--- src/rtl/core/gts_pkg.sv ---
package gts_pkg;

    // coordinate and radius formats
    localparam int COORD_W       = 32;
    localparam int FRAC_BITS_DEF = 16;
    localparam int RADIUS_W      = 31;
    localparam int MAG_W         = COORD_W;
    // radicand and remainder width, sqrt and divide step counts
    localparam int SQ_W          = 64;
    localparam int SQ_STEPS      = 32;
    localparam int DIV_STEPS     = RADIUS_W;
    localparam int PROD_W        = 62;

    typedef struct packed {
        logic signed [COORD_W-1:0] a_x;
        logic signed [COORD_W-1:0] a_y;
        logic signed [COORD_W-1:0] a_z;
        logic signed [COORD_W-1:0] b_x;
        logic signed [COORD_W-1:0] b_y;
        logic signed [COORD_W-1:0] b_z;
        logic signed [COORD_W-1:0] v_x;
        logic signed [COORD_W-1:0] v_y;
        logic signed [COORD_W-1:0] v_z;
        logic        [1:0]         child_index;
    } t_tri_in;

    typedef struct packed {
        logic signed [COORD_W-1:0] out_a_x;
        logic signed [COORD_W-1:0] out_a_y;
        logic signed [COORD_W-1:0] out_a_z;
        logic signed [COORD_W-1:0] out_b_x;
        logic signed [COORD_W-1:0] out_b_y;
        logic signed [COORD_W-1:0] out_b_z;
        logic signed [COORD_W-1:0] out_v_x;
        logic signed [COORD_W-1:0] out_v_y;
        logic signed [COORD_W-1:0] out_v_z;
    } t_tri_out;

    typedef enum logic [1:0] {
        CHILD_A   = 2'd0,
        CHILD_B   = 2'd1,
        CHILD_V   = 2'd2,
        CHILD_MID = 2'd3
    } t_child;

    // one step of the integer square root
    typedef struct packed {
        logic [SQ_W-1:0] x;
        logic [SQ_W-1:0] r;
    } t_sq_word;

    // one step of the restoring divide
    typedef struct packed {
        logic [SQ_W-1:0]      rem;
        logic [MAG_W-1:0]     dvs;
        logic [DIV_STEPS-1:0] q;
    } t_dv_word;

    // data riding alongside the divide chain
    typedef struct packed {
        t_tri_in    vert;
        logic [8:0] neg;
        logic [2:0] zero;
    } t_side_dv;

    // data riding alongside the sqrt chain
    typedef struct packed {
        t_side_dv              base;
        logic [8:0][PROD_W-1:0] prod;
    } t_side_sq;

endpackage

--- src/rtl/core/gts_sqrt_cell.sv ---
module gts_sqrt_cell #(
    parameter int STEP = 0
) (
    input  logic              i_clk,
    input  logic              i_en,
    input  gts_pkg::t_sq_word i_word,
    output gts_pkg::t_sq_word o_word
);
    import gts_pkg::*;

    localparam logic [SQ_W-1:0] BIT = SQ_W'(1) << (SQ_W - 2 - 2 * STEP);

    t_sq_word        r_word;
    t_sq_word        n_word;
    logic [SQ_W-1:0] trial;

    // digit-by-digit root: try the next result bit
    always_comb begin
        trial  = i_word.r + BIT;
        n_word = i_word;
        if (i_word.x >= trial) begin
            n_word.x = i_word.x - trial;
            n_word.r = (i_word.r >> 1) + BIT;
        end else begin
            n_word.r = i_word.r >> 1;
        end
    end

    always_ff @(posedge i_clk) begin
        if (i_en) begin
            r_word <= n_word;
        end
    end

    assign o_word = r_word;

endmodule

--- config.mk ---
export PLATFORM = sky130hd
export DESIGN_NAME = gts_sqrt_cell
export DESIGN_NICKNAME = d
export VERILOG_FILES = /design/src/rtl/core/gts_pkg.sv /design/src/rtl/core/gts_sqrt_cell.sv
export SDC_FILE = /design/constraint.sdc
export NUM_CORES = 1
export LEC_CHECK = 0
export ABC_AREA = 1
export CORE_ASPECT_RATIO = 1.25
export CORE_MARGIN = 2
export CORE_UTILIZATION = 25
export DETAILED_ROUTE_END_ITERATION = 7
export DONT_BUFFER_PORTS = 1
export PLACE_DENSITY = 0.43
export SETUP_SLACK_MARGIN = 0.02
export SKIP_LAST_GASP = 1
export SYNTH_ARGS = -nofsm -noshare
export SYNTH_HDL_FRONTEND = slang
export SYNTH_SLANG_ARGS = --single-unit
export TNS_END_PERCENT = 30
--- constraint.sdc ---
create_clock -name i_clk -period 2.7 [get_ports i_clk]
set_input_delay 0.54 -clock i_clk [delete_from_list [all_inputs] [get_ports i_clk]]
set_output_delay 0.54 -clock i_clk [all_outputs]
set_load 0.02 [all_outputs]
After elaboration in Yosys (flattened, before gate mapping):

Cells that the tools add are included.

* add/sub/neg operators: 3
* order comparisons: 1
* multiplexer cells: 2

Operators with widths (number)
* 63-bit by 63-bit adder with 64-bit output (second input constant): 1
* 64-bit by 63-bit adder with 64-bit output (second input constant): 1
* 64-bit greater-or-equal comparator: 1
* 64-bit two-way mux: 1
* 64-bit subtractor: 1
* 63-bit two-way mux: 1

* bits in registers: 128
* input bits: 130
* output and inout port bits: 128
* logic and storage cells: 9

Logic depth before layout (Yosys ltp):

Gate-level depths: netlist of run 1.

* depth in word-level cells: 3
* depth in mapped cells: 18
* depth with buffers taken out: 17

Least setup slack after synthesis of run 1:

No wires, ideal clock.

* path type: input port to flip-flop
* start: in i_word[64] in the netlist's numbering
* end: reg r_word, in the netlist o_word[119], data pin
* data arrival time: 2254 ps
* required time: 2447 ps
* setup slack: 193 ps
* cell stages on the path: 18
* path through: inv_1 > ha_1 > fa_1 > inv_1 > nand3_1 > nand2_4 > nand2_2 > nand2_2 > nand2_1 > nand2_2 > nand2_2 > nand3_2 > nand2_2 > nand2_4 > inv_4 > buf_2 > nand2_1 > nand2_1

RTL lines
* start, declared: RTL line gts_sqrt_cell.sv:6 `input gts_pkg::t_sq_word i_word,`
* end signal, assigned: RTL line gts_sqrt_cell.sv:31 `r_word <= n_word;`
* end, declared: RTL line gts_sqrt_cell.sv:13 `t_sq_word r_word;`

==> impl_metrics.ini, run 1 <==
[synth]
ys_seq_area_share_pct = 35.08
async_reset_ff_share_pct = 0
synth.area.top_cells = edfxtp_1 (35%), nand2_1 (26%), inv_1 (14%)
syn_area_sq_um = 10960
synth-main-ff-cell = edfxtp_1
synth_cells = 1712
synth_edf_count = 128
yosysTopAreaCellShare_pct = 35.08
syn-num-nets = 1907
yosysUniqueCellTypes = 29
ys_warn_count = 0
syn_avg_cell_area_sq_um = 6.401
yosys.area.top_type = edfxtp_1
synth_seq_cells = 128

[layout]
final_nets = 2094
antenna_cells = 0
final_util_pct = 31.40
seqCellArea_sq_um = 3844
syn2layout_area_growth_pct = 23.74
nFillCells = 4935
largest_register_ffs = 128
fin_cells = 2477
final_cell_mix = nand2_1 (762), inv_1 (401), buf_4 (176)
layout-drive-gt1-share_pct = 12.97
multi_input_area_sq_um = 5485
final_common_cell = nand2_1

[die]
start_util_pct = 25.38
core_region_area_sq_um = 43180
die_y_um = 238.1
die_area_sq_um = 45530
die_w_um = 191.3
rows = 85
io_pins = 258

[timing]
max_freq_mhz = 397.5
hold_viol = 0
rsz0062_at_grt = false
worst-slew-pin-transition_ps = 527.5
slew_headroom_pct = 64.57
slew_viol_final = 0
min_period_ps = 2516
tns_ps = 0
setup_violations = 0
finalCritPeriodShare_pct = 93.19

[clock_network]
htreeDepth = 4
cts.clk_slew.worst_paths_ps = 70
cts_tree = done
cts_buffers = 17
cts-root-buf = clkbuf_16
clockBufferDepth = 2
cts_sinks = 128

[drt]
drc = 0
wl_per_cell_um = 17.75
dr_total_vias = 10520
ant_nets = 0
totalWireLength_um = 43980
drtIter0Drc = 455
drt_first_pass_iters = 5
viasPerCell = 4.245

[worst_setup_path]
critPathKind = primary input to flip-flop
arrival_ps = 2750
crit_family = simple AND/OR/NAND/NOR gates
worstPathCellList = inv_1 -> ha_1 -> nand2_1 -> buf_4 -> nor2_1 -> inv_1 -> nor2_1 -> buf_4 -> nand2_1 -> nor3_1 -> buf_4 -> nand2_1 -> nand2_1 -> nand2_1 -> nand3_1 -> nand2_1
slowest_stage = ha_1
cp-end-kind = flip-flop
worstPathMaxFanout = 3
cp.required_ps = 2930
startpoint_type = primary input
crit_top_cell = nand2_1
crit_buf_inv = 5
cpPeakStageDelay_ps = 440

[grt]
grt_max_degree = 129
grt_overflow = 0
antenna_found_initial = 0
grt_pass1_vias = 10830
grt_util_all_layers_pct = 19.59
grt_pass1_wl_um = 64040

[flow_run]
max_cap_viol_count = 0

[power]
p_leak_nw = 7.646
peakVddDrop_mv = 0.4986
powerDensity_nw_per_um2 = 542.1

[placement]
gp_congestion = 0.9245
dp_cells = 2445
port-buffer-count = 0
dp_hpwl_um = 37760

[hold_path]
hold_class = primary input to flip-flop

[outcome]
status = finished, final reports clean
[repair_timing]
action / 4_1_cts / 5_1_grt
hold buffers: 0 / 0
buffers inserted: 0 / 0
setup endpoints to repair: 0 / 1
hold endpoints to repair: 0 / 0
resized for setup: 0 / 1
[per-layer routing]
| metal | vias up | track usage, % | wire (um) |
|---|---|---|---|
| li1 | 5532 | - | - |
| met1 | 4725 | 20.06 | 16760 |
| met2 | 215 | 39.25 | 24740 |
| met3 | 44 | 2.883 | 1451 |
| met4 | 0 | 7.133 | 1022 |
| met5 | - | 0 | 0 |
[power by group]
| part | leakage (nW) | internal, mW | total (mW) | switching [mW] |
|---|---|---|---|---|
| sequential | 1.25 | 2.51 | 2.91 | 0.394 |
| combinational | 6.12 | 0.809 | 2.11 | 1.30 |
| clock | 0.279 | 1.29 | 2.33 | 1.04 |
[synth_stat cells, types with 2 or more instances]
library cell,number
nand2_1,762
inv_1,401
edfxtp_1,128
nor2_1,112
nand3_1,79
ha_1,64
a21oi_1,43
xor2_1,30
nand4_1,20
nand3_2,11
buf_2,8
nor2_2,7
nor3_1,7
o21ai_0,7
nand2_2,6
inv_2,5
buf_6,3
nor3_2,3
nor4_1,3
and2_1,2
nand2_4,2
xnor2_1,2
[cell type report]
class / count / share of cell area [%]
clock buffers: 17 / 3.137
inverters: 407 / 11.29
clock inverters: 15 / 1.080
well taps: 565 / 5.214
multi-input cells: 1164 / 40.45
flip-flops and latches: 128 / 28.35
repair buffers: 181 / 10.48
[per-stage QoR]
stage	setup slack [ps]	power [mW]	cell area, sq um	hold slack, ps
after global placement	-467.7	5.101	12990	639.0
after global routing	22.21	7.772	13560	131.1
after floorplan	193.4	4.163	10960	638.9
final	184.0	7.350	13560	153.7
after CTS	106.2	7.501	13560	112.4
after detailed placement	-413.5	5.105	12990	638.9
[cell families (layout without fill, tap and decap cells)]
family,after synthesis,in the layout,share of synthesized area (%)
adders and majority gates,65,65,7.490
DFF,128,128,35.08
buffers and inverters,420,620,14.89
and+or+nand+nor,1015,1015,37.58
xor gates and xnor gates,32,32,2.558
AOI/OAI and AO/OA,52,52,2.409
[path summary, 6_finish.rpt]
check,startpoint,to,cells past startpoint
setup / recovery,i_word[34],o_word[125],16
hold / removal,i_word[52],o_word[51],0
No activity file was read; power rests on OpenSTA's default activity.
==> run 2, diff against run 1 <==
Settings changed: ABC_AREA 1 to not set.
==> run 2 against run 1 <==
Effect of this change:
- the flow now finishes with violations (negative setup slack)
- fmax down 14%
- core utilization up 5.7 points
- combinational power up 7%
- power up 1.2%
- critical path type unchanged
- cell count down 36%
- clock power down 2%
- count of clock-buffer cells in the layout up 2
- sequential power about the same
- critical path depth down 2
==> impl_metrics.ini, run 2 <==
[power]
peakVddDrop_mv = 0.4315
p_leak_nw = 5.454
powerDensity_nw_per_um2 = 585.3

[die]
die_y_um = 211.5
io_pins = 258
rows = 76
start_util_pct = 25.15
core_region_area_sq_um = 34230
die_area_sq_um = 35950
die_w_um = 170.0

[drt]
viasPerCell = 4.770
drc = 0
wl_per_cell_um = 18.72
maxUsedRoutingLayer = met4
totalWireLength_um = 29500
drt-met1-wl_um = 11180
dr_total_vias = 7517
ant_nets = 0
wl_met2_um = 15960
drtIter0Drc = 322
drt_first_pass_iters = 4
met3_wirelength_um = 2014

[worst_setup_path]
startpoint_type = primary input
crit_buf_inv = 3
slowest_stage = or4b_4
worstPathMaxFanout = 5
worst-path-stages = 14
cp.required_ps = 2910
startpoint = i_word[15]
cp-end-kind = flip-flop
arrival_ps = 3130
crit_end = o_word[124]
worstPathCellList = inv_8 -> ha_4 -> and2_4 -> nand3_4 -> or3_4 -> buf_6 -> a41o_1 -> nor3_4 -> o21ai_4 -> o41ai_4 -> buf_4 -> or4b_4 -> a21oi_2 -> nor3_1
cpPeakStageDelay_ps = 460
crit_family = simple AND/OR/NAND/NOR gates
critPathKind = primary input to flip-flop

[synth]
syn_area_sq_um = 8610
async_reset_ff_share_pct = 0
synth-simple-area-share_pct = 13.18
ys_seq_area_share_pct = 44.64
yosys.area_share.adder_pct = 9.533
synth_compound_area_share_pct = 19.81
synth.area.top_cells = edfxtp_1 (45%), ha_1 (9.3%), a21oi_1 (6.5%)
syn_avg_cell_area_sq_um = 9.728
synthXorXnorAreaFrac_pct = 5.697
syn-num-nets = 1080
ys_warn_count = 0
synth_common_cells = edfxtp_1 (128), a21oi_1 (111), nor2_1 (82), inv_1 (78), ha_1 (64)
yosysMostFrequentCell = edfxtp_1
yosys.area.top_type = edfxtp_1
synth_seq_cells = 128
synth_top_family_by_area = compound AO/OA/AOI/OAI gates
synth_cells = 885
synth.area.mux_share_pct = 1.947
synth-main-ff-cell = edfxtp_1
synth_edf_count = 128
yosysTopAreaCellShare_pct = 44.64
yosysUniqueCellTypes = 58

[placement]
placed_area_sq_um = 11060
port-buffer-count = 0
gp_congestion = 0.8259
dp_hpwl_um = 22240

[grt]
antenna_found_initial = 0
grt_pass1_wl_um = 44100
grt_pass1_vias = 7960
grt_max_degree = 129
grt_util_all_layers_pct = 16.40
grt_overflow = 0

[clock_network]
cts_tree = done
clockBufferDepth = 2
cts.clk_slew.worst_paths_ps = 70
cts_buffers = 17
cts-root-buf = clkbuf_16
htreeDepth = 4
cts_sinks = 128

[timing]
min_period_ps = 2922
setup_violations = 64
tns_ps = -5754
worst-slew-pin-transition_ps = 497.9
slew_viol_final = 0
fin_ws_ps = -222.2
finalCritPeriodShare_pct = 108.2
slew_headroom_pct = 66.46
max_freq_mhz = 342.2
rsz0062_at_grt = true
hold_viol = 0

[layout]
final_nets = 1329
final_cell_mix = buf_4 (242), edfxtp_1 (128), a21oi_1 (83)
antenna_cells = 0
final_util_pct = 37.11
stdcell_area_sq_um = 12700
layout-drive-gt1-share_pct = 38.36
largest_register_ffs = 128
syn2layout_area_growth_pct = 47.55
final_common_cell = buf_4

[outcome]
violations = negative setup slack
status = finished with violations

[hold_path]
hold_class = primary input to flip-flop

[flow_run]
max_cap_viol_count = 0
run 2: cell count changes after synthesis, moves of 11 or more:
cell,before,now
clkbuf_1,0,25
o21ai_0,7,40
inv_1,401,78
and3_1,1,13
xnor2_1,2,36
a21oi_1,43,111
o21bai_1,0,11
nor2_1,112,82
nand3_1,79,14
nand2_1,762,52
a21o_1,0,49
nand3_2,11,0
run 2: through the flow:
step	std cells	total power, mW	hold slack (ps)	setup WS, ps
CTS	1569	7.377	138.1	-212.2
finish	1576	7.436	170.4	-222.2
global route	1576	7.812	147.8	-339.6
detailed placement	1504	4.803	638.9	-1023
global placement	1504	4.808	639.0	-1012
floorplan	885	4.000	638.9	-434.5
run 2: cell families (layout without fill, tap and decap cells):
| group | Yosys count | in the layout |
|---|---|---|
| fa+ha+maj | 65 | 65 |
| xor+xnor | 56 | 56 |
| buf+inv | 115 | 377 |
| mux | 15 | 15 |
| compound gates | 272 | 272 |
| flops | 128 | 128 |
| simple gates | 234 | 234 |
run 2: repair_timing:
| action | CTS | global route |
|---|---|---|
| gates resized for setup | 83 | 88 |
| hold buffers | 0 | 0 |
| gates cloned | 3 | 3 |
| pin swaps | 38 | 15 |
| endpoints found under the setup margin | 65 | 66 |
| setup buffers | 31 | 8 |
run 2: report_power, final:
| group | leakage, nW | switching (mW) | internal, mW |
|---|---|---|---|
| Sequential | 1.25 | 0.393 | 2.51 |
| Combinational | 3.93 | 1.07 | 1.19 |
| Clock | 0.271 | 0.943 | 1.34 |
run 2: routing by layer:
metal | up-vias | track usage [%]
li1 | 3722 | -
met3 | 19 | 5.982
met5 | - | 0
met4 | 0 | 4.185
met2 | 183 | 30.88
met1 | 3593 | 17.10
run 2: layout make-up:
| type | count | area [sq um] |
|---|---|---|
| fill | 3490 | 21530 |
| multi-input combinational | 642 | 5170 |
| sequential | 128 | 3844 |
| timing repair buffer | 267 | 2260 |
| tap | 429 | 536.8 |
| clock buffer | 19 | 432.9 |
| inverter | 78 | 339.1 |
| clock inverter | 13 | 121.4 |
run 2: worst min-delay path by stage:
stage | to | cells past startpoint | start | slack (ps)
after CTS | o_word[21] | 0 | i_word[22] | 140
after detailed placement | o_word[27] | 0 | i_word[28] | 640
after global placement | o_word[43] | 0 | i_word[44] | 640
after global routing | o_word[21] | 0 | i_word[22] | 150
final | o_word[21] | 0 | i_word[22] | 170
after floorplan | o_word[0] | 0 | i_word[1] | 640
