File: config.mk
export PLATFORM = sky130hd
export DESIGN_NAME = gts_div_cell
export DESIGN_NICKNAME = d
export VERILOG_FILES = /design/src/rtl/core/gts_pkg.sv /design/src/rtl/core/gts_div_cell.sv
export SDC_FILE = /design/constraint.sdc
export NUM_CORES = 1
export LEC_CHECK = 0
export ABC_AREA = 0
export BUFFER_PORTS_ARGS = -buffer_cell sky130_fd_sc_hd__buf_2
export CORE_MARGIN = 3
export CORE_UTILIZATION = 44
export DETAILED_ROUTE_END_ITERATION = 10
export PLACE_DENSITY = 0.79
export SLEW_MARGIN = 20
export SYNTH_ARGS = -nofsm -noshare
export SYNTH_HDL_FRONTEND = slang
export SYNTH_SLANG_ARGS = --single-unit
File: constraint.sdc
create_clock -name i_clk -period 3.06 [get_ports i_clk]
set_input_delay 0.612 -clock i_clk [delete_from_list [all_inputs] [get_ports i_clk]]
set_output_delay 0.612 -clock i_clk [all_outputs]
set_load 0.01 [all_outputs]
File: src/rtl/core/gts_pkg.sv
package gts_pkg;

    // coordinate and radius formats
    localparam int COORD_W       = 32;
    localparam int FRAC_BITS_DEF = 16;
    localparam int RADIUS_W      = 31;
    localparam int MAG_W         = COORD_W;
    // radicand and remainder width, sqrt and divide step counts
    localparam int SQ_W          = 64;
    localparam int SQ_STEPS      = 32;
    localparam int DIV_STEPS     = RADIUS_W;
    localparam int PROD_W        = 62;

    typedef struct packed {
        logic signed [COORD_W-1:0] a_x;
        logic signed [COORD_W-1:0] a_y;
        logic signed [COORD_W-1:0] a_z;
        logic signed [COORD_W-1:0] b_x;
        logic signed [COORD_W-1:0] b_y;
        logic signed [COORD_W-1:0] b_z;
        logic signed [COORD_W-1:0] v_x;
        logic signed [COORD_W-1:0] v_y;
        logic signed [COORD_W-1:0] v_z;
        logic        [1:0]         child_index;
    } t_tri_in;

    typedef struct packed {
        logic signed [COORD_W-1:0] out_a_x;
        logic signed [COORD_W-1:0] out_a_y;
        logic signed [COORD_W-1:0] out_a_z;
        logic signed [COORD_W-1:0] out_b_x;
        logic signed [COORD_W-1:0] out_b_y;
        logic signed [COORD_W-1:0] out_b_z;
        logic signed [COORD_W-1:0] out_v_x;
        logic signed [COORD_W-1:0] out_v_y;
        logic signed [COORD_W-1:0] out_v_z;
    } t_tri_out;

    typedef enum logic [1:0] {
        CHILD_A   = 2'd0,
        CHILD_B   = 2'd1,
        CHILD_V   = 2'd2,
        CHILD_MID = 2'd3
    } t_child;

    // one step of the integer square root
    typedef struct packed {
        logic [SQ_W-1:0] x;
        logic [SQ_W-1:0] r;
    } t_sq_word;

    // one step of the restoring divide
    typedef struct packed {
        logic [SQ_W-1:0]      rem;
        logic [MAG_W-1:0]     dvs;
        logic [DIV_STEPS-1:0] q;
    } t_dv_word;

    // data riding alongside the divide chain
    typedef struct packed {
        t_tri_in    vert;
        logic [8:0] neg;
        logic [2:0] zero;
    } t_side_dv;

    // data riding alongside the sqrt chain
    typedef struct packed {
        t_side_dv              base;
        logic [8:0][PROD_W-1:0] prod;
    } t_side_sq;

endpackage

File: src/rtl/core/gts_div_cell.sv
module gts_div_cell #(
    parameter int STEP = 0
) (
    input  logic              i_clk,
    input  logic              i_en,
    input  gts_pkg::t_dv_word i_word,
    output gts_pkg::t_dv_word o_word
);
    import gts_pkg::*;

    localparam int SH = DIV_STEPS - 1 - STEP;

    t_dv_word        r_word;
    t_dv_word        n_word;
    logic [SQ_W-1:0] shifted;

    // restoring step: one quotient bit, msb first
    always_comb begin
        shifted = SQ_W'(i_word.dvs) << SH;
        n_word  = i_word;
        if (i_word.rem >= shifted) begin
            n_word.rem   = i_word.rem - shifted;
            n_word.q[SH] = 1'b1;
        end
    end

    always_ff @(posedge i_clk) begin
        if (i_en) begin
            r_word <= n_word;
        end
    end

    assign o_word = r_word;

endmodule

### Yosys cells after proc, flatten, opt, wreduce, memory -nomap -nowiden

Cells that the tools add are included.

* register bits after elaboration: 127
* input bits: 129
* logic and storage cells: 7

* add/subtract/negate cells: 1
* order comparisons: 1
* muxes and demuxes: 1

Operators by type and width (count)
* >= comparator 64 x 62 -> 1 bit: 1
* two-way mux 64 bit: 1
* subtractor 64 x 62 -> 64 bit: 1

### Logic depth before layout (Yosys ltp)

Gate-level depths: netlist (run 1).

* word-level depth: 2
* mapped depth: 13
* mapped depth without buffers: 12

### Worst setup path before layout (run 1)

OpenSTA, ideal clock, no wires.

* path kind: in2reg
* start point: in i_word[93] (netlist name)
* end point: reg r_word (netlist bit o_word[125]), data pin
* setup time: 0.264 ns
* arrival: 2.884 ns
* required time: 2.796 ns
* path slack: -0.088 ns
* stages: 12
* buffers on the path: 0
* path through: inv_1 -> ha_1 -> inv_1 -> fa_1 -> a21oi_1 -> o21ai_0 -> a21oi_2 -> o211ai_1 -> a221oi_1 -> o21ai_0 -> a211oi_2 -> xor2_1

RTL lines
* start: declaration: RTL line gts_div_cell.sv:6 `input gts_pkg::t_dv_word i_word,`
* end signal: assignment: RTL line gts_div_cell.sv:29 `r_word <= n_word;`
* end: declaration: RTL line gts_div_cell.sv:13 `t_dv_word r_word;`

==> results of run 1 <==
## per-layer routing
metal	wire, um	global-route usage	part of all wire	up-vias
met5	0	0	0	-
met4	544	0.0899	0.029	0
met3	1470	0.0628	0.078	41
met2	9700	0.415	0.51	258
met1	7210	0.278	0.38	2567
li1	-	-	-	2625
## how the worst min path moves through the flow
stage	startpoint	to	slack (ps)
2_1_floorplan	i_word[0]	o_word[0]$_DFFE_PP_	710
3_5_place_dp	i_word[25]	o_word[25]$_DFFE_PP_	790
6_report	i_word[5]	o_word[5]$_DFFE_PP_	360
3_3_place_gp	i_word[9]	o_word[9]$_DFFE_PP_	790
4_1_cts	i_word[25]	o_word[25]$_DFFE_PP_	350
5_1_grt	i_word[25]	o_word[25]$_DFFE_PP_	350
## kinds of logic (layout without fill, tap and decap cells)
logic type,count (synthesis),count (layout)
flops,127,127
simple gates,134,134
compound gates,152,152
fa+ha+maj,33,33
other cells,0,1
buf+inv,58,401
xor+xnor,24,24
## what timing repair did
item                                    CTS  global route
gates resized for setup                   0             2
buffers inserted                          0             0
endpoints found under the setup margin    0             4
## worst max-delay path: stages
cell	delay (ps)
buf_2	90
inv_1	40
ha_1	360
nand4_1	140
nor3_1	250
nand3_1	150
or4b_1	520
a31oi_2	210
nor2_1	70
buf_4	150
and2_1	150
a31o_2	210
## per-stage QoR
step	setup WS (ps)	setup TNS [ps]	util
2_1_floorplan	17.1	0	-
3_3_place_gp	-122	-1980	0.595
3_5_place_dp	-204	-4110	0.595
4_1_cts	226	0	0.641
5_1_grt	10.1	0	0.642
6_report	268	0	0.642
## layout make-up
type	instances	area, um^2	area share
clock buffer	17	425	0.0476
clock inverter	14	216	0.0242
sequential	127	3810	0.426
inverter	45	169	0.0189
antenna	1	2.50	0.000280
timing repair buffer	325	1840	0.206
tap	180	225	0.0252
multi-input combinational	343	2250	0.251
## cells in the final DEF (no fill, tap or decap), types with 4 or more instances in the layout
| master | n |
|---|---|
| a211oi_1 | 4 |
| a21o_1 | 17 |
| a21oi_1 | 54 |
| a31o_2 | 5 |
| a31oi_1 | 6 |
| and3_1 | 5 |
| buf_2 | 254 |
| buf_4 | 68 |
| bufinv_16 | 5 |
| clkbuf_16 | 17 |
| clkinv_4 | 4 |
| edfxtp_1 | 127 |
| ha_1 | 32 |
| inv_1 | 45 |
| nand2_1 | 40 |
| nand2b_1 | 6 |
| nand3_1 | 8 |
| nor2_1 | 45 |
| nor3_1 | 5 |
| nor4_1 | 6 |
| o21a_1 | 4 |
| o21ai_0 | 26 |
| o21bai_1 | 7 |
| xnor2_1 | 13 |
| xor2_1 | 11 |
## power by group through the flow
stage	clock network, mW	logic [mW]	registers (mW)
CTS	2.23	1.07	2.18
global route	2.30	1.17	2.19
floorplan	0	0.422	2.31
global placement	0	1.04	2.20
finish	2.19	1.07	2.18
detailed placement	0	1.06	2.21
==> key figures, run 1 <==
Timing
  – # setup viols final: 0
  – Worst Hold Margin: 360 ps
  – Tcrit/Tclk final: 0.913
  – Slew HR: 0.627
  – Final Max Tran Viols: 0
  – Worst slew pin tran: 560 ps
  – Final Hold Fails: 0
  – Tmin final: 2790 ps
  – Fmax: 0.358 GHz
  – Unrepaired setup endpoints after global routing: no

Yosys
  – Count leader, synth: edfxtp_1
  – Number of synthesized register bits: 127
  – Top-area cell type share of the netlist area: 0.605
  – Synth Area in Adders: 0.0667
  – Synth Instances: 528
  – Synth Flop Type: edfxtp_1
  – Ys async rst share: 0
  – Syn_area_per_cell: 11.9 um^2
  – Cell taking the most area after synthesis: edfxtp_1
  – Largest cells by area after synthesis: edfxtp_1 (60%), ha_1 (6.4%), a21oi_1 (4.4%)
  – Top post-synthesis cells by count: edfxtp_1 (127), a21oi_1 (55), inv_1 (45), nor2_1 (45), nand2_1 (40)
  – Post-synthesis simple-gate area fraction: 0.0998
  – Mux contribution to synthesized area: 0
  – Mapped Area: 0.00630 mm^2
  – Post-synthesis xor/xnor area fraction: 0.0333
  – Main combinational cell family by area after synthesis: compound AO/OA/AOI/OAI gates
  – Synth Warn #: 0
  – Synth Area in Compound Gates: 0.155
  – Distinct cells, synth: 54
  – Post-synth EDFFs: 127
  – Synth Net Count: 690
  – Seq/Total Area, Yosys: 0.605

Clock network
  – # hold bufs at CTS: 0
  – Worst-path clk slew: 60 ps
  – Total CTS buffers: 17
  – Sink Count: 127
  – CTS tree: done
  – H-tree depth: 4
  – Longest Clk Path Bufs: 2
  – Root buf cell: clkbuf_16

Power
  – Clock network fraction of total power: 0.403
  – Internal: 4.05 mW
  – PwrDens: 608 mW/mm^2
  – Tot Pwr: 5.44 mW
  – Peak VDD IR: 0.000342 V
  – Leakage power: 4.07 nW
  – Net Sw Power: 1.39 mW
  – Logic pwr share: 0.196
  – Sequential Power Share: 0.400
  – Net Sw Frac: 0.255

Cells and area
  – Post-Layout Cell Count: 1052
  – Net count reported at finish: 1021
  – Layout area overhead: 41.8%
  – Layout cells sized above 1: 0.425
  – Design area: 0.00894 mm^2
  – Max reg flops: 127
  – Fill cell count: 1074

Critical path
  – Crit path from: i_word[37]
  – CP Class: input pin to flip-flop
  – Critical Path Sink: o_word[122]$_DFFE_PP_
  – Critical path startpoint category: input pin
  – Crit path max fanout: 5
  – Data required, critical path: 3230 ps
  – WP data arrival: 2970 ps
  – Critical Path Sink Type: flip-flop

Detailed routing
  – Final WL: 18.9 mm
  – DRT iter0 DRCs: 400
  – Routed vias/inst: 5.22
  – Drt first pass iters: 5
  – # DRC: 0
  – ANT nets after route: 0
  – Via count: 5491
  – DR WL/cell: 18.0 um

Run status
  – Status: finished clean

Floorplan
  – Core box area: 0.0139 mm^2
  – Die Wd: 126 um
  – Initial Util: 0.452
  – Rows: 43
  – Num ports: 256
  – Die height: 126 um
  – Die ar.: 0.0158 mm^2

Placed design
  – Dpl cell area: 0.00829 mm^2
  – Port Buffers: 255
  – GPL Wtd Cong: 0.911
  – Dpl hpwl: 14.5 mm
  – Cell count after placement: 1020

Global routing
  – GRT Util Overall: 0.237
  – First-pass GRT wire length: 29.0 mm
  – Number of global-route vias before repair: 5368
  – Maximum number of pins on one net before global-route repair: 50
  – Gr ovfl total: 0
  – Initial antenna violation count: 1

Flow run
  – Max Cap Viol: 0

Worst hold path
  – Hold Path Class: input pin to flip-flop
  – Hold Path Depth: 1
Note: power is estimated with default switching activity, not from simulation.
==> inputs of run 2 (changes only) <==
- CORE_ASPECT_RATIO: unset -> 2
- GPL_ROUTABILITY_DRIVEN: unset -> 1
- SETUP_SLACK_MARGIN: unset -> 0.3
==> run 2 against run 1 <==
Combinational power is 6% higher. Non-clock buffer count is 4 higher. Cell count is 1.3% higher. Highest routed layer unchanged. Die area is 0.55% higher. Via count is 0.33% lower.
==> key figures, run 2 (same netlist as run 1, synthesis figures left out) <==
Run status
  – Status: finished clean

Timing
  – Final Hold Fails: 0
  – # setup viols final: 0
  – Fmax: 0.365 GHz
  – Final Max Tran Viols: 0
  – Tmin final: 2740 ps
  – Worst slew pin tran: 600 ps
  – Unrepaired setup endpoints after global routing: yes
  – Tcrit/Tclk final: 0.895
  – Slew HR: 0.600
  – Worst Hold Margin: 376 ps

Power
  – PwrDens: 571 mW/mm^2
  – Peak VDD IR: 0.000444 V
  – Tot Pwr: 5.27 mW
  – Leakage power: 4.10 nW

Clock network
  – Total CTS buffers: 17
  – Longest Clk Path Bufs: 2
  – Sink Count: 127
  – # hold bufs at CTS: 0
  – Root buf cell: clkbuf_16
  – H-tree depth: 4
  – CTS tree: done
  – Worst-path clk slew: 60 ps

Critical path
  – Crit path max fanout: 5
  – CP Class: input pin to flip-flop
  – Critical path startpoint category: input pin
  – Data required, critical path: 3220 ps
  – Critical Path Sink Type: flip-flop
  – WP data arrival: 2900 ps

Detailed routing
  – Drt first pass iters: 4
  – Final WL: 19.0 mm
  – ANT nets after route: 0
  – Via count: 5473
  – Routed vias/inst: 5.13
  – # DRC: 0
  – DR WL/cell: 17.8 um
  – DRT iter0 DRCs: 196

Cells and area
  – Highest-count cells in the layout ignoring fill and taps: buf_2 (253), edfxtp_1 (127), buf_4 (70)
  – Max reg flops: 127
  – Fill cell count: 1106
  – Utilization after layout: 0.660
  – Layout cells sized above 1: 0.470
  – Commonest non-fill, non-tap cell in the layout: buf_2
  – Layout area overhead: 46.3%
  – Net count reported at finish: 1025

Flow run
  – Max Cap Viol: 0

Placed design
  – Port Buffers: 255
  – GPL Wtd Cong: 0.881
  – Dpl hpwl: 14.9 mm

Global routing
  – Maximum number of pins on one net before global-route repair: 46
  – M3 GR Usage: 0.0562
  – GRT Util Overall: 0.232
  – Global routing usage on met1: 0.225
  – Initial antenna violation count: 1
  – Number of global-route vias before repair: 5654
  – Gr ovfl total: 0
  – First-pass GRT wire length: 28.4 mm
  – Met2 Track Usage GR: 0.439
  – Most crowded layer after global routing: met2

Floorplan
  – Die height: 175 um
  – Die Wd: 90.6 um
  – Rows: 61
  – Core box area: 0.0140 mm^2
  – Initial Util: 0.451
  – Die ar.: 0.0159 mm^2
  – Num ports: 256

Worst hold path
  – Hold Path Class: input pin to flip-flop
==> run 2: final cells by class <==
| type | instances | area, um^2 | area share |
|---|---|---|---|
| flip-flops and latches | 127 | 3810 | 0.413 |
| multi-input cells | 343 | 2500 | 0.272 |
| repair buffers | 329 | 1910 | 0.207 |
| clock buffers | 17 | 425 | 0.0461 |
| well taps | 189 | 236 | 0.0256 |
| inverters | 45 | 186 | 0.0202 |
| clock inverters | 15 | 148 | 0.0160 |
| diodes | 1 | 2.50 | 0.000271 |
==> run 2: worst paths after layout <==
check / startpoint / end / slack (ps) / cells after the start
worst max-delay path: i_word[43] / o_word[122]$_DFFE_PP_ / 320 / 11
worst min-delay path: i_word[16] / o_word[16]$_DFFE_PP_ / 380 / 1
==> run 2: report_power, final <==
part	total, mW	internal [mW]	switching, mW
Sequential	2.17	2.13	0.0426
Clock	1.96	1.14	0.821
Combinational	1.13	0.517	0.615
==> run 2: routing by layer <==
layer | part of all wire | wire length [um] | vias to the layer above
met5 | 0 | 0 | -
met4 | 0.048 | 907 | 0
met3 | 0.061 | 1160 | 54
met2 | 0.55 | 10500 | 234
met1 | 0.34 | 6440 | 2540
li1 | - | - | 2645
==> run 2: critical path, cell delays in order <==
cell      delay (ps)
buf_2             90
inv_1             40
ha_1             320
a211oi_1         250
o21ai_1          140
a21oi_2          250
nor2_1            90
a2111o_1         370
and4_1           190
or3_1            340
a31o_2           200
==> run 2: through the flow <==
stage	setup TNS (ps)	std cells	cell area [um^2]	worst slack, ps
global placement	-5120	1031	8470	-202
detailed placement	-5210	1031	8470	-201
floorplan	0	528	6470	153
CTS	0	1063	9070	312
global route	0	1066	9230	245
finish	0	1066	9230	321
==> run 2: timing repair <==
item                                    CTS  global route
cloned                                    0             1
pin swaps                                 0            11
buffers inserted                          0             1
resized for setup                         5            23
endpoints found under the setup margin   25            17
==> inputs of run 3 (changes only) <==
- CORE_UTILIZATION: 44 -> 50
- PLACE_DENSITY: 0.79 -> 0.84
- clock period: 3.06 -> 3.35 ns (I/O delays scaled with it)
==> run 3 against run 2 <==
Wire length grew 7.9%. Critical path type unchanged. Worst hold slack gained 59 ps. Count of clock-buffer cells in the layout grew 1. Final area shrank 4.7%. Largest power group unchanged. Flip-flop and latch count is the same. Combinational power shrank 14%. Sequential power shrank 8%. Sequential share of layout area grew 2.0 points. Clock power is essentially flat. Global-route usage grew 5.2 points. Core utilization grew 5.6 points. Critical endpoint is now o_word[125]$_DFFE_PP_. Cell count shrank 5.9%.
==> key figures, run 3 (same netlist as run 1, synthesis figures left out) <==
Global routing
  – Most crowded layer after global routing: met2
  – Global routing usage on met1: 0.276
  – GRT Util Overall: 0.283
  – Maximum number of pins on one net before global-route repair: 58
  – Initial antenna violation count: 1
  – M3 GR Usage: 0.0599
  – Gr ovfl total: 0
  – First-pass GRT wire length: 30.0 mm
  – Number of global-route vias before repair: 5659
  – Met2 Track Usage GR: 0.550

Placed design
  – Dpl hpwl: 16.1 mm
  – Port Buffers: 255
  – Dpl cell area: 0.00812 mm^2
  – GPL Wtd Cong: 0.909

Worst hold path
  – WHS Endpoint: o_word[23]$_DFFE_PP_
  – Hold Path Depth: 1
  – Hold Path Class: input pin to flip-flop
  – HP Start: i_word[23]

Detailed routing
  – Via count: 5572
  – Routed vias/inst: 5.56
  – # DRC: 0
  – ANT nets after route: 0
  – Drt first pass iters: 4
  – Final WL: 20.5 mm
  – DRT iter0 DRCs: 324
  – DR WL/cell: 20.4 um

Clock network
  – Longest Clk Path Bufs: 2
  – Total CTS buffers: 17
  – CTS tree: done
  – Worst-path clk slew: 60 ps
  – Sink Count: 127
  – Root buf cell: clkbuf_16
  – H-tree depth: 4

Cells and area
  – Layout area overhead: 39.5%
  – Utilization after layout: 0.717
  – Layout cells sized above 1: 0.423
  – Max reg flops: 127
  – Net count reported at finish: 1004
  – Commonest non-fill, non-tap cell in the layout: buf_2
  – Highest-count cells in the layout ignoring fill and taps: buf_2 (254), edfxtp_1 (127), a21oi_1 (54)
  – Design area: 0.00879 mm^2

Timing
  – Unrepaired setup endpoints after global routing: no
  – Tcrit/Tclk final: 0.880
  – Final Max Tran Viols: 0
  – Worst slew pin tran: 535 ps
  – Tmin final: 2950 ps
  – # setup viols final: 0
  – Fmax: 0.339 GHz
  – Final Hold Fails: 0
  – Setup TNS: 0 ps
  – Slew HR: 0.643

Flow run
  – Max Cap Viol: 0

Power
  – Net Sw Power: 1.33 mW
  – Net Sw Frac: 0.268
  – Logic pwr share: 0.196
  – Leakage power: 4.00 nW
  – Clock network fraction of total power: 0.400
  – PwrDens: 563 mW/mm^2
  – Sequential Power Share: 0.404
  – Internal: 3.63 mW
  – Tot Pwr: 4.95 mW
  – Peak VDD IR: 0.000403 V

Floorplan
  – Initial Util: 0.514
  – Die ar.: 0.0141 mm^2
  – Num ports: 256
  – Rows: 57
  – Core box area: 0.0123 mm^2
  – Die height: 165 um
  – Die Wd: 85.4 um

Critical path
  – Crit path max fanout: 3
  – WP data arrival: 3100 ps
  – CP Class: input pin to flip-flop
  – Data required, critical path: 3500 ps
  – Critical path startpoint category: input pin
  – Critical Path Sink Type: flip-flop

Run status
  – Status: finished clean
## run 3: layout make-up
| type | instances | area (um^2) |
|---|---|---|
| diodes | 1 | 2.50 |
| fillers | 862 | 3470 |
| flip-flops and latches | 127 | 3810 |
| repair buffers | 308 | 1700 |
| inverters | 45 | 169 |
| multi-input cells | 343 | 2290 |
| well taps | 147 | 184 |
| clock buffers | 18 | 429 |
| clock inverters | 14 | 205 |
## run 3: timing repair
item / 4_1_cts / 5_1_grt
setup endpoints to repair: 0 / 5
gates resized for setup: 0 / 9
hold buffers: 0 / 0
setup buffers: 0 / 0
## run 3: power by group through the flow
stage	registers (mW)	clock network (mW)	logic, mW
after floorplan	2.11	0	0.387
final	2.00	1.98	0.969
after CTS	2.00	2.01	0.960
after global placement	2.02	0	0.932
after global routing	2.01	2.08	1.05
after detailed placement	2.03	0	0.952
## run 3: critical path, cell delays in order
cell      delay, ps
buf_2           110
or4_1           530
nor4_2          270
a41o_1          260
or4b_4          480
a31oi_4         200
nor2_2           70
buf_4           140
a211oi_4        250
xor2_1          120
## run 3: worst max path at each step
stage / start / endpoint / slack [ps] / cells after the start
2_1_floorplan: i_word[93] / o_word[125]$_DFFE_PP_ / 310 / 12
3_5_place_dp: i_word[88] / o_word[125]$_DFFE_PP_ / -100 / 10
3_3_place_gp: i_word[88] / o_word[125]$_DFFE_PP_ / -110 / 10
5_1_grt: i_word[93] / o_word[121]$_DFFE_PP_ / 310 / 14
6_report: i_word[88] / o_word[125]$_DFFE_PP_ / 400 / 10
4_1_cts: i_word[88] / o_word[125]$_DFFE_PP_ / 320 / 10
## run 3: metrics by stage
stage	setup slack, ps	cells	hold slack (ps)
floorplan	306	528	769
global placement	-110	970	847
detailed placement	-98.0	970	848
CTS	324	1002	420
global route	311	1003	414
finish	401	1003	435
## run 3: layer usage
metal,wire [um],vias to the layer above
met3,1440,57
met1,6590,2625
met2,11600,282
li1,-,2608
met5,0,-
met4,874,0
